==> src/hw/rtl/levelset_cell_area_fraction_macros.svh <==
`ifndef LEVELSET_CELL_AREA_FRACTION_MACROS_SVH
`define LEVELSET_CELL_AREA_FRACTION_MACROS_SVH

// Check that a condition holds in the same cycle as its trigger
`define LCAF_ASSERT_IMP(label, clk, rst_n, trig, cond, msg) \
	label: assert property (@(posedge clk) disable iff (!(rst_n)) (trig) |-> (cond)) \
		else $error(msg);

// Check that a condition holds in the cycle after its trigger
`define LCAF_ASSERT_NXT(label, clk, rst_n, trig, cond, msg) \
	label: assert property (@(posedge clk) disable iff (!(rst_n)) (trig) |=> (cond)) \
		else $error(msg);

`endif

==> src/hw/rtl/lcaf_pkg.sv <==
`default_nettype none

package lcaf_pkg;

	// Sample and fraction widths
	localparam int DIST_W     = 16;
	localparam int FRAC_W     = 16;
	localparam int QUO_BITS   = FRAC_W;
	localparam int DIV_STAGES = QUO_BITS;
	localparam int REM_W      = DIST_W + FRAC_W - 1;
	localparam int SUM_W      = DIST_W + 2;
	localparam int PROD_W     = 2 * FRAC_W;

	localparam logic [FRAC_W-1:0] ONE_Q15 = FRAC_W'(32768);

	typedef logic signed [DIST_W-1:0] dist_t;
	typedef logic [FRAC_W-1:0]        frac_t;
	typedef logic [2:0]               kind_t;

	// Result formation codes
	localparam kind_t K_EDGE  = 3'd0;
	localparam kind_t K_ZERO  = 3'd1;
	localparam kind_t K_ONE   = 3'd2;
	localparam kind_t K_C1    = 3'd3;
	localparam kind_t K_C3    = 3'd4;
	localparam kind_t K_ADJ   = 3'd5;
	localparam kind_t K_JOIN  = 3'd6;
	localparam kind_t K_SPLIT = 3'd7;

	typedef struct packed {
		logic [DIST_W-1:0] num;
		logic [DIST_W-1:0] den;
	} div_req_t;

	// Numerator and denominator of an edge fraction; the constant cases become 1/1 and 0/1
	function automatic div_req_t edge_ops(dist_t a, dist_t b);
		div_req_t               r;
		logic signed [DIST_W:0] ax;
		logic signed [DIST_W:0] bx;
		logic signed [DIST_W:0] t;
		ax = {a[DIST_W-1], a};
		bx = {b[DIST_W-1], b};
		r.num = DIST_W'(0);
		r.den = DIST_W'(1);
		if (a[DIST_W-1] && b[DIST_W-1]) begin
			r.num = DIST_W'(1);
		end else if (a[DIST_W-1]) begin
			t = -ax;
			r.num = t[DIST_W-1:0];
			t = bx - ax;
			r.den = t[DIST_W-1:0];
		end else if (b[DIST_W-1]) begin
			t = -bx;
			r.num = t[DIST_W-1:0];
			t = ax - bx;
			r.den = t[DIST_W-1:0];
		end
		return r;
	endfunction

endpackage

`default_nettype wire

==> src/hw/rtl/lcaf_div.sv <==
`default_nettype none

// Restoring divider, one quotient bit per register stage
module lcaf_div import lcaf_pkg::*; (
	input  wire logic              clk,
	input  wire logic              en,
	input  wire logic [DIST_W-1:0] num,
	input  wire logic [DIST_W-1:0] den,
	output frac_t                  quo
);

	logic [REM_W-1:0]  rem_s [1:DIV_STAGES];
	logic [DIST_W-1:0] den_s [1:DIV_STAGES];
	frac_t             quo_s [1:DIV_STAGES];

	logic [REM_W-1:0] rem0;
	assign rem0 = REM_W'(num) << (FRAC_W - 1);

	for (genvar j = 0; j < DIV_STAGES; j++) begin : g_stage
		logic [REM_W-1:0]  r_in;
		logic [DIST_W-1:0] d_in;
		frac_t             q_in;
		logic [REM_W-1:0]  dsh;
		logic              fits;

		if (j == 0) begin : g_first
			assign r_in = rem0;
			assign d_in = den;
			assign q_in = '0;
		end else begin : g_next
			assign r_in = rem_s[j];
			assign d_in = den_s[j];
			assign q_in = quo_s[j];
		end

		// Try the divisor at this bit's weight
		assign dsh  = REM_W'(d_in) << (DIV_STAGES - 1 - j);
		assign fits = r_in >= dsh;

		always_ff @(posedge clk) begin
			if (en) begin
				rem_s[j+1] <= fits ? r_in - dsh : r_in;
				den_s[j+1] <= d_in;
				quo_s[j+1] <= q_in | (fits ? (FRAC_W'(1) << (DIV_STAGES - 1 - j)) : '0);
			end
		end
	end

	assign quo = quo_s[DIV_STAGES];

endmodule

`default_nettype wire

==> config.mk <==
export PLATFORM = sky130hd
export DESIGN_NAME = lcaf_div
export DESIGN_NICKNAME = d
export VERILOG_FILES = /design/src/hw/rtl/levelset_cell_area_fraction_macros.svh /design/src/hw/rtl/lcaf_pkg.sv /design/src/hw/rtl/lcaf_div.sv
export SDC_FILE = /design/constraint.sdc
export NUM_CORES = 1
export LEC_CHECK = 0
export BUFFER_PORTS_ARGS = -buffer_cell sky130_fd_sc_hd__buf_2
export CAP_MARGIN = 10
export CORE_AREA = 2 2 268 270
export CTS_BUF_LIST = sky130_fd_sc_hd__clkbuf_8
export DETAILED_ROUTE_END_ITERATION = 10
export DIE_AREA = 0 0 270 272
export PLACE_DENSITY = 0.71
export SLEW_MARGIN = 20
export SYNTH_ARGS = -nofsm -noshare
export SYNTH_HDL_FRONTEND = slang
export SYNTH_SLANG_ARGS = --single-unit
==> constraint.sdc <==
create_clock -name clk -period 5.8 [get_ports clk]
set_clock_uncertainty 0.15 [all_clocks]
set_input_delay 1.74 -clock clk [delete_from_list [all_inputs] [get_ports clk]]
set_output_delay 1.74 -clock clk [all_outputs]
set_load 0.005 [all_outputs]
==> results.md, run 1 <==
* Starting density of the core at 55.2%
* Critical path type: register to register
* Register bit total from synthesis at 721
* Final worst slack at around 1.8 ns
* Post-synth top area cell: edfxtp_1
* Top_reg_cell synth: edfxtp_1
* Setup TNS at 0 ns
* Total power at 19.4 mW
* Dpl ws at 1.18 ns
* Drt total wl at 75900 um
* Worst setup SP type: register
* Slew Viols, Final at 0
* EDFF count, synth at 721
* Worst slew pin tran at 1.08 ns
* Hold buffers post-CTS at 0
* Buffers on Ports at 49
* Resized Gates After CTS at 0
* Synth-to-layout area growth at 10.2%
* Sequential share of the synthesized area at around 55%
* Worst Path Arrival at 4.27 ns
* Core area at a little over 0.07 sq mm
* Achievable frequency at roughly 250 MHz
* Clk slew on worst S/H paths at ~0.060 ns
* DR WL/cell at approximately 16 um
* # DRC at 0
* Fin crit share at between 60% and 70%
* RSZ-0062 raised after global routing: false
* Num ports at 50
* Clock sink count at 721
* Initial antenna violation count at 3
* CTS tree: done
* Hold WS at 0.254 ns
* Cts bufs inserted at roughly 120
* Grt total ovfl at 0
* Synth Warn # at 0
* Area of the multi-input gates at 0.0160 sq mm
* Final setup fails at 0
* # fillers at 5610
* Post-DP HPWL at 55900 um
* GP Congestion at 0.890
* CTS Buffer Depth at 3
* Most common cell after layout, fill and taps aside: edfxtp_1
* Synth Cell Area at 0.0391 sq mm
* Synth top area cells: edfxtp_1 55%, ha_1 8.2%, xnor2_1 3.2%
* Total global-route track usage at just over 20%
* # rows at between 90 and 100
* Net Count, Synth at 3713
* Max Cap Viol at 0
* CP Capture Type: register
* First-pass GRT wire length at approximately 120000 um
* DIE AREA at 0.0734 sq mm
* H-tree levels at 3
* Final min period at 3.97 ns
* Detailed Routing Iterations Pass 1 at 6
* Nets at a little under 4000
* Final ANT Viol Nets at 0
* Final hold vios at 0
* Share of layout cells above drive strength 1 at under 10%
* Worst EP required at 6.10 ns
* Clock root buffer: clkbuf_8
* Pleak at 16.9 nW
* Slew margin rel. at 26.1%
* Top-area cell type share of the netlist area at 55.4%
* Max VDD drop at 321 uV
* Vias per cell at approximately 5.5
* Post-CTS Setup Repair Bufs at 0
* HP Class: register to register
* Vias in the first global route at 25000
* Post-Syn Area per Cell at 11.5 sq um
* Post-Syn Instances at between 3000 and 4000
* Die Y-Extent at 272 um
* Via Count at 25500
* PwrDens at 451 mW/mm^2
* Status: complete, no violations
* Die width at 270 um
* Most frequent cells in the layout: 721 x edfxtp_1, 341 x inv_1, 259 x nand2_1, 255 x ha_1
* Largest net degree at the start of global routing at between 100 and 150
* Worst Path Max Fanout at 27
* 1st-iter DRT viols at approximately 1400
* Reg area at 0.0217 sq mm
* Cell variety after synth at 77
* Worst-Skew Late Latency at 0.76 ns
* Asr flop ratio synth at 0%
## final cells by class
class                           instances  share of cell area [%]
Antenna cell                            2                  0.0116
Multi-Input combinational cell       2312                    37.2
Timing Repair Buffer                   80                    1.35
Sequential cell                       721                    50.3
Clock inverter                        103                    1.75
Inverter                              317                    2.77
Tap cell                              950                    2.76
Clock buffer                          120                    3.84
## layer usage
layer | share of wire, % | up-vias | global-route usage (%)
met2 | 51 | 517 | 37.9
met5 | 0 | - | 0
li1 | - | 12900 | -
met3 | 3.9 | 182 | 3.24
met4 | 4.0 | 0 | 8.61
met1 | 41 | 12000 | 24.0
## flip-flops by register name (all words and copies together) (netlist names)
name and count:
den_s 240, quo_s 136, rem_s 345
## through the flow
step                      std cells  cell area (sq um)  util, %
final                          4605              43100     60.8
after global routing           4605              43100     60.8
after CTS                      4602              43000     60.8
after detailed placement       4379              40600     57.4
after global placement         4379              40600     57.4
after floorplan                3409              39100        -
## critical path: stages (launching register included)
cell,delay [ns]
edfxtp_1,0.39
ha_1,0.37
a21o_1,0.18
a21oi_1,0.37
a21boi_0,0.37
a21oi_1,0.13
nor3_1,0.43
nand2_1,0.73
mux2_2,0.53
## kinds of logic after synthesis
group / count (synthesis) / share of synthesized area, %
compound gates: 773 / 12.4
xor+xnor: 272 / 6.10
fa+ha+maj: 270 / 8.93
buf+inv: 376 / 3.72
flops: 721 / 55.4
mux: 61 / 1.75
simple gates: 936 / 11.7
## synthesized netlist by cell type, types with 42 or more instances
cell type,n
nand2b_1,44
inv_1,316
a21o_1,72
ha_1,255
nor2b_1,45
o21a_1,42
nand2_1,259
a21oi_1,215
nor3_1,97
mux2_2,58
o21ai_0,224
xnor2_1,144
nand3_1,63
xor2_1,128
nor2_1,224
edfxtp_1,721
## power breakdown
group          leakage (nW)  internal, mW  switching, mW
clock network          1.33          2.36           2.09
registers              6.93          7.35          0.763
logic                  8.64          3.02           3.84
total                  16.9          12.7           6.69
## final timing paths
path                                    start            end  slack (ns)  cells after the start
worst min register to register   quo_s[0][31]   quo_s[0][47]        0.25                      0
worst max-delay path            rem_s[0][201]  rem_s[0][239]        1.83                      8
worst max register to register  rem_s[0][201]  rem_s[0][239]        1.83                      8
worst min-delay path             quo_s[0][31]   quo_s[0][47]        0.25                      0
No activity file was read; power rests on OpenSTA's default activity.
==> run 2, diff against run 1 <==
Settings changed: PLACE_DENSITY 0.71 to 0.74.
Clock period 5.8 ns to 3.65 ns, I/O delays scaled along.
==> results.md, run 2 (same netlist as run 1, synthesis figures left out) <==
* Buffers on Ports at 49
* Critical path type: register to register
* Largest delay share family, worst path: compound AO/OA/AOI/OAI gates
* Max reg flops at 345
* Final ANT Viol Nets at 0
* Clock sink count at 721
* Cells after DPL at 4457
* Largest stage delay, worst path at 0.58 ns
* Most frequent cells in the layout: 721 x edfxtp_1, 351 x inv_1, 259 x nand2_1, 255 x ha_1, 224 x nor2_1
* Cts bufs inserted at 117
* Final setup fails at 0
* RSZ-0062 raised after global routing: false
* CP Capture Type: register
* Max Cap Viol at 0
* PwrDens at roughly 700 mW/mm^2
* Initial antenna violation count at 1
* Grt total ovfl at 0
* Worst slew pin tran at 0.843 ns
* Most common cell after layout, fill and taps aside: edfxtp_1
* Fin crit share at 94.6%
* Hold buffers post-CTS at 0
* Worst-Skew Late Latency at ~0.74 ns
* Clock root buffer: clkbuf_8
* Total power at approximately 31 mW
* Vias in the first global route at around 26000
* Max VDD drop at ~430 uV
* DIE AREA at 0.0734 sq mm
* Final std cells w/o fill at 4676
* Worst setup SP type: register
* CTS Buffer Depth at 3
* CP Cell Sequence: ha_1 -> nor2b_1 -> o31a_1 -> o31ai_1 -> and4b_1 -> nor3_1 -> a2111oi_0 -> xnor2_1 -> mux2_2
* 1st-iter DRT viols at 1467
* Final hold vios at 0
* # rows at 98
* Largest net degree at the start of global routing at 103
* Worst EP required at approximately 4 ns
* Core area at 0.0708 sq mm
* GP Congestion at 0.886
* Setup TNS at 0 ns
* Starting density of the core at 55.2%
* Share of layout cells above drive strength 1 at 11.2%
* Slew margin rel. at 43.8%
* Total global-route track usage at 20.8%
* Drt total wl at 76500 um
* Dpl ws at -0.0858 ns
* Worst Path Max Fanout at 3
* Pleak at 17.3 nW
* Die Y-Extent at 272 um
* Slew Viols, Final at 0
* Die width at between 200 and 300 um
* Final Util at 61.7%
* CTS tree: done
* First-pass GRT wire length at 125000 um
* Via Count at between 20000 and 30000
* H-tree levels at 3
* Achievable frequency at 290 MHz
* Final min period at 3.45 ns
* # DRC at 0
* Post-DP HPWL at 56800 um
* Crit path buffers/inverters at 0
* DR WL/cell at between 15 and 20 um
* HP Class: register to register
* Vias per cell at 5.58
* Synth-to-layout area growth at 11.7%
* Top flop regs: rem_s (345), den_s (240), quo_s (136)
* Worst Path Arrival at between 3 and 4 ns
* Num ports at 50
* Critical-path top delay cell: a2111oi_0
* Clk slew on worst S/H paths at 0.07 ns
* Reg with most FFs: rem_s
* Detailed Routing Iterations Pass 1 at 5
* Nets at 3931
* Status: complete, no violations
* Final worst slack at 0.196 ns
==> run 2: metal layers <==
layer | share of wire, % | global-route usage (%) | routed length [um]
met1 | 40 | 23.6 | 30800
met2 | 52 | 39.2 | 39900
met3 | 3.7 | 3.01 | 2830
met4 | 3.8 | 8.52 | 2940
met5 | 0 | 0 | 0
==> run 2: timing repair <==
| action | 4_1_cts | 5_1_grt |
|---|---|---|
| endpoints found under the setup margin | 0 | 3 |
| buffers inserted | 0 | 1 |
| gates resized for setup | 0 | 2 |
==> run 2: cell type report <==
cell class | instances | area, sq um
Antenna cell | 1 | 2.50
Clock buffer | 117 | 1610
Clock inverter | 100 | 689
Fill cell | 5489 | 27100
Inverter | 317 | 1190
Multi-Input combinational cell | 2312 | 16000
Sequential cell | 721 | 21700
Tap cell | 950 | 1190
Timing Repair Buffer | 158 | 1290
==> run 2: stage by stage <==
step | cell area [sq um] | hold slack (ns)
after detailed placement | 41300 | 0.255
after global placement | 41300 | 0.250
after floorplan | 39100 | 0.250
final | 43700 | 0.263
after global routing | 43700 | 0.260
after CTS | 43600 | 0.248
==> run 2: power by group <==
group          leakage [nW]  switching [mW]  internal, mW
Combinational          9.06            6.18          5.03
Sequential             6.93            1.22          11.7
Clock                  1.31            3.22          3.60
==> run 2: path summary, 6_finish.rpt <==
| kind | from | slack [ns] | to | cells past startpoint |
|---|---|---|---|---|
| max | rem_s[0][286] | 0.20 | rem_s[0][331] | 9 |
| min reg2reg | quo_s[3][37] | 0.26 | quo_s[3][53] | 0 |
| max reg2reg | rem_s[0][286] | 0.20 | rem_s[0][331] | 9 |
| min | quo_s[3][37] | 0.26 | quo_s[3][53] | 0 |
==> run 2: worst register-to-register path: cells and delay by family (launching register included) <==
kind,cells,cell delay (ns)
compound gates,3,1.24
mux,1,0.30
flops,1,0.42
simple gates,3,0.57
xor+xnor,1,0.16
fa+ha+maj,1,0.36
